<file path="src/hw/rtl/lcdtfr_pkg.sv">
`default_nettype none
package lcdtfr_pkg;

  // operation codes of an input request
  localparam logic [2:0] OP_LOAD_FONT = 3'd0;
  localparam logic [2:0] OP_PLACE     = 3'd1;
  localparam logic [2:0] OP_END_LINE  = 3'd2;
  localparam logic [2:0] OP_REFRESH   = 3'd3;
  localparam logic [2:0] OP_CLEAR     = 3'd4;

  // glyph layout
  localparam int GLYPH_BYTES = 25;
  localparam int GLYPH_COLS  = 12;
  localparam int FIRST_CODE  = 32;
  localparam int STEP_W      = 5;
  localparam logic [STEP_W-1:0] LAST_STEP = STEP_W'(GLYPH_BYTES - 1);

  // display command bytes
  localparam logic [7:0] CMD_COL_LO = 8'h00;
  localparam logic [7:0] CMD_COL_HI = 8'h10;
  localparam logic [7:0] CMD_PAGE   = 8'hB0;

  // controller to datapath commands
  typedef struct packed {
    logic              font_wr;
    logic              place_rd;
    logic [STEP_W-1:0] step;
    logic              end_line;
    logic              refresh;
    logic              out_load;
    logic              clr_wr;
  } cmd_t;

  // datapath to controller status
  typedef struct packed {
    logic place_ok;
    logic out_free;
    logic clr_last;
  } sts_t;

endpackage
`default_nettype wire

</file>
<file path="src/hw/rtl/lcdtfr_ctrl.sv">
`default_nettype none
module lcdtfr_ctrl (
  input  wire logic              clk,
  input  wire logic              rst_n,
  input  wire logic              in_valid,
  input  wire logic [2:0]        in_operation,
  input  wire lcdtfr_pkg::sts_t  sts,
  output logic                   in_stall,
  output lcdtfr_pkg::cmd_t       cmd
);

  typedef enum logic [2:0] {
    ST_CLEAR,
    ST_IDLE,
    ST_PLACE,
    ST_TAIL,
    ST_REFRESH
  } state_t;

  state_t                          state_r, state_nxt;
  logic [lcdtfr_pkg::STEP_W-1:0]   step_r, step_nxt;
  logic                            accept;

  assign in_stall = (state_r != ST_IDLE);
  assign accept   = in_valid && !in_stall;

  // next state and command decode
  always_comb begin
    state_nxt = state_r;
    step_nxt  = step_r;
    cmd       = '0;
    case (state_r)
      ST_CLEAR: begin
        cmd.clr_wr = 1'b1;
        if (sts.clr_last) begin
          state_nxt = ST_IDLE;
        end
      end
      ST_IDLE: begin
        if (accept) begin
          case (in_operation)
            lcdtfr_pkg::OP_LOAD_FONT: cmd.font_wr = 1'b1;
            lcdtfr_pkg::OP_PLACE: begin
              if (sts.place_ok) begin
                cmd.place_rd = 1'b1;
                cmd.step     = '0;
                step_nxt     = lcdtfr_pkg::STEP_W'(1);
                state_nxt    = ST_PLACE;
              end
            end
            lcdtfr_pkg::OP_END_LINE: cmd.end_line = 1'b1;
            lcdtfr_pkg::OP_REFRESH: begin
              cmd.refresh = 1'b1;
              state_nxt   = ST_REFRESH;
            end
            lcdtfr_pkg::OP_CLEAR: state_nxt = ST_CLEAR;
            default: ;
          endcase
        end
      end
      ST_PLACE: begin
        cmd.place_rd = 1'b1;
        cmd.step     = step_r;
        if (step_r == lcdtfr_pkg::LAST_STEP) begin
          state_nxt = ST_TAIL;
        end else begin
          step_nxt = step_r + lcdtfr_pkg::STEP_W'(1);
        end
      end
      ST_TAIL: state_nxt = ST_IDLE;
      ST_REFRESH: begin
        if (sts.out_free) begin
          cmd.out_load = 1'b1;
          state_nxt    = ST_IDLE;
        end
      end
      default: state_nxt = ST_IDLE;
    endcase
  end

  // state and step counter
  always_ff @(posedge clk) begin
    if (!rst_n) begin
      state_r <= ST_CLEAR;
      step_r  <= '0;
    end else begin
      state_r <= state_nxt;
      step_r  <= step_nxt;
    end
  end

endmodule
`default_nettype wire

</file>
<file path="config.mk">
export PLATFORM = sky130hd
export DESIGN_NAME = lcdtfr_ctrl
export DESIGN_NICKNAME = d
export VERILOG_FILES = /design/src/hw/rtl/lcdtfr_pkg.sv /design/src/hw/rtl/lcdtfr_ctrl.sv
export SDC_FILE = /design/constraint.sdc
export NUM_CORES = 1
export LEC_CHECK = 0
export BUFFER_PORTS_ARGS = -buffer_cell sky130_fd_sc_hd__clkbuf_2
export CORE_AREA = 2 2 39 41
export CTS_BUF_LIST = sky130_fd_sc_hd__clkbuf_4
export CTS_CLUSTER_DIAMETER = 30
export DETAILED_ROUTE_END_ITERATION = 8
export DIE_AREA = 0 0 41 43
export PLACE_DENSITY = 0.74
export SLEW_MARGIN = 40
export SYNTH_ARGS = -nofsm -noshare
export SYNTH_HDL_FRONTEND = slang
export SYNTH_SLANG_ARGS = --single-unit
</file>
<file path="constraint.sdc">
create_clock -name clk -period 3.5 [get_ports clk]
set_input_delay 0.35 -clock clk [delete_from_list [all_inputs] [get_ports clk]]
set_output_delay 0.35 -clock clk [all_outputs]
set_load 0.01 [all_outputs]
</file>
==> summary.txt <==
Clock network
  • Clock buffer depth: 2
  • Post-CTS Resized: 0
  • Hold Buf Count CTS: 0
  • Setup repair bufs after CTS: 0
  • CTS clock-pin slew for the worst setup and hold paths: 0.06 ns
  • Root buf cell: clkbuf_4
  • Clk Latency, worst-skew pair: 0.26 ns
  • H-tree depth: 1
  • CTS tree: done
  • Inserted Clock Buffers: 3
  • Clock net sink count: 8

GRT
  • Grt ovf: 0
  • First-pass GRT wire length: 2010 um
  • Busiest grt layer: met2
  • Initial antenna violation count: 0
  • Pin count of the biggest net entering global routing: 11
  • Global routing met2 resource utilization: 26.3%
  • Total Routing Usage GR: 16.7%
  • Grt met3 use: 1.57%
  • Met1 GRT Util: 20.6%
  • Number of global-route vias before repair: 495

Layout
  • Final nets: 104
  • Post-Route Utilization: 51.7%
  • Share of cells above drive strength 1: 29.7%
  • Most frequent cells in the layout: 20 x clkbuf_2, 9 x nand2_1, 8 x dfxtp_1
  • Synthesis-to-finish area growth: 17.7%
  • Antenna diodes: 0
  • Most common library cell in the layout ignoring fill and taps: clkbuf_2

Drt
  • Final wirelength: 1320 um
  • Via Count: 588
  • Pre-antenna DRT Iters: 4
  • Iteration-0 DRC Markers: 15
  • DRC Markers: 0
  • WL/cell: 12.3 um
  • Antenna Nets Post-Route: 0
  • Via/cell ratio: 5.50

Critical path
  • Critical Path AT: 1.58 ns
  • CP cell instances: or3b_1, nor2_1, clkbuf_2
  • Crit path max fanout: 10
  • Reg2reg setup slack: 1.89 ns
  • Setup Crit Path Kind: reg2out
  • Worst Setup Start Kind: register
  • Critical path required time: 3.15 ns
  • CP Capture Type: output port
  • Worst path max stage delay: 0.53 ns
  • Highest-delay cell along the critical path: or3b_1

Pwr
  • Final Power: 0.194 mW
  • Pwr Density: 271 nW/um2
  • Leakage power: 0.286 nW
  • Peak VDD IR: 154 uV

Floorplanning
  • Core area: 1380 um2
  • Die Area: 1760 um2
  • Die outline width: 41 um
  • Initial Util: 43.9%
  • Boundary Pins: 21
  • Row cnt: 14
  • Die height: 43 um

Place
  • Number of port buffers: 20
  • Dpl ws: 1.88 ns
  • Post-DP HPWL: 970 um
  • GP Congestion: 0.787

Timing
  • Upper clock frequency limit: 519 MHz
  • RSZ-0062 raised after global routing: no
  • Tcrit/Tclk final: 55.0%
  • Worst hold slack: 0.412 ns
  • Final Hold Fails: 0
  • Max Clock Skew: 0.00535 ns
  • Final worst slack: 1.57 ns
  • Final setup viols: 0
  • Period minus WS final: 1.93 ns
  • Worst slew pin tran: 0.318 ns
  • Setup TNS: 0 ns
  • Max-slew violations: 0
  • Slew margin rel.: 78.5%

Hold path
  • HP Class: in2reg

Yosys
  • Post-synthesis simple-gate area fraction: 41.2%
  • Largest family of logic cells by synthesized area: simple AND/OR/NAND/NOR gates
  • Mapped Area: 608 um2
  • Synthesized instance count: 72
  • Synthesized-area fraction occupied by adder cells: 4.12%
  • Post-Synth XOR/XNOR Area: 0%
  • Seq/Total Area, Yosys: 26.3%
  • Syn_area_per_cell: 8.45 um2
  • Synth Net Count: 83
  • Synth unique cells: 33
  • Post-synthesis compound-gate area fraction: 20.2%
  • Ys Warns: 0
  • Register bit total from synthesis: 8
  • Post-synthesis mux area share: 0%

Flow run
  • Max-cap violations: 0

Status
  • Run status: complete, no violations
cells by family (layout without fill, tap and decap cells):
family	Yosys count	after routing
simple gates	40	40
compound gates	14	14
fa+ha+maj	2	2
buf+inv	8	27
flops	8	8
synth_stat cells:
cell,number,area (um2)
nand2_1,9,33.8
dfxtp_1,8,160
nand3_1,6,30.0
and2_1,5,31.3
nor2_1,5,18.8
inv_1,4,15.0
nor3_1,4,20.0
a21boi_0,3,22.5
a31oi_1,2,12.5
buf_6,2,22.5
ha_1,2,25.0
a2111oi_4,1,27.5
a211oi_1,1,7.51
a21oi_1,1,5.00
a22oi_1,1,7.51
and3_1,1,6.26
and4bb_2,1,12.5
buf_2,1,5.00
buf_4,1,7.51
nand3b_1,1,7.51
nand4_4,1,21.3
nand4b_1,1,8.76
nor2b_1,1,6.26
nor3b_1,1,7.51
nor3b_4,1,18.8
nor4b_1,1,8.76
nor4bb_1,1,10.0
o211ai_1,1,7.51
o21a_1,1,7.51
o2bb2ai_1,1,8.76
o31ai_1,1,7.51
o41ai_1,1,8.76
or3b_1,1,8.76
per-layer routing:
layer	up-vias	share of wire, %
met4	0	2.8
met5	-	0
li1	303	-
met2	16	47
met1	264	45
met3	5	4.9
final timing paths:
kind              start          to  depth (start not counted)
max          state_r[1]      cmd[5]                          3
min               rst_n  state_r[2]                          2
max reg2reg  state_r[1]   step_r[2]                          4
min reg2reg   step_r[2]   step_r[2]                          2
critical path, delay by kind of cell (launching register included):
kind | cells | cell delay (ns)
buffers and inverters | 1 | 0.15
AND/OR/NAND/NOR | 2 | 0.68
flip-flops | 1 | 0.48
power by group:
group | internal, mW | total, mW | switching, mW | leakage (nW)
Sequential | 0.0925 | 0.0958 | 0.00331 | 0.0648
Clock | 0.0395 | 0.0747 | 0.0352 | 0.0138
Combinational | 0.0103 | 0.0231 | 0.0128 | 0.208
registers in the layout, summed over array words and instances, names as in the netlist:
register and cells:
step_r 5, state_r 3
final cells by class:
type | count | area (um2)
fillers | 141 | 668
multi-input cells | 56 | 398
flip-flops and latches | 8 | 160
repair buffers | 20 | 100
clock buffers | 3 | 22.5
well taps | 16 | 20.0
inverters | 4 | 15.0
stage by stage:
step	instance area, um2	instances
2_1_floorplan	608	72
3_3_place_gp	693	104
3_5_place_dp	693	104
4_1_cts	716	107
5_1_grt	716	107
6_report	716	107
(Power assumes the default switching activity.)
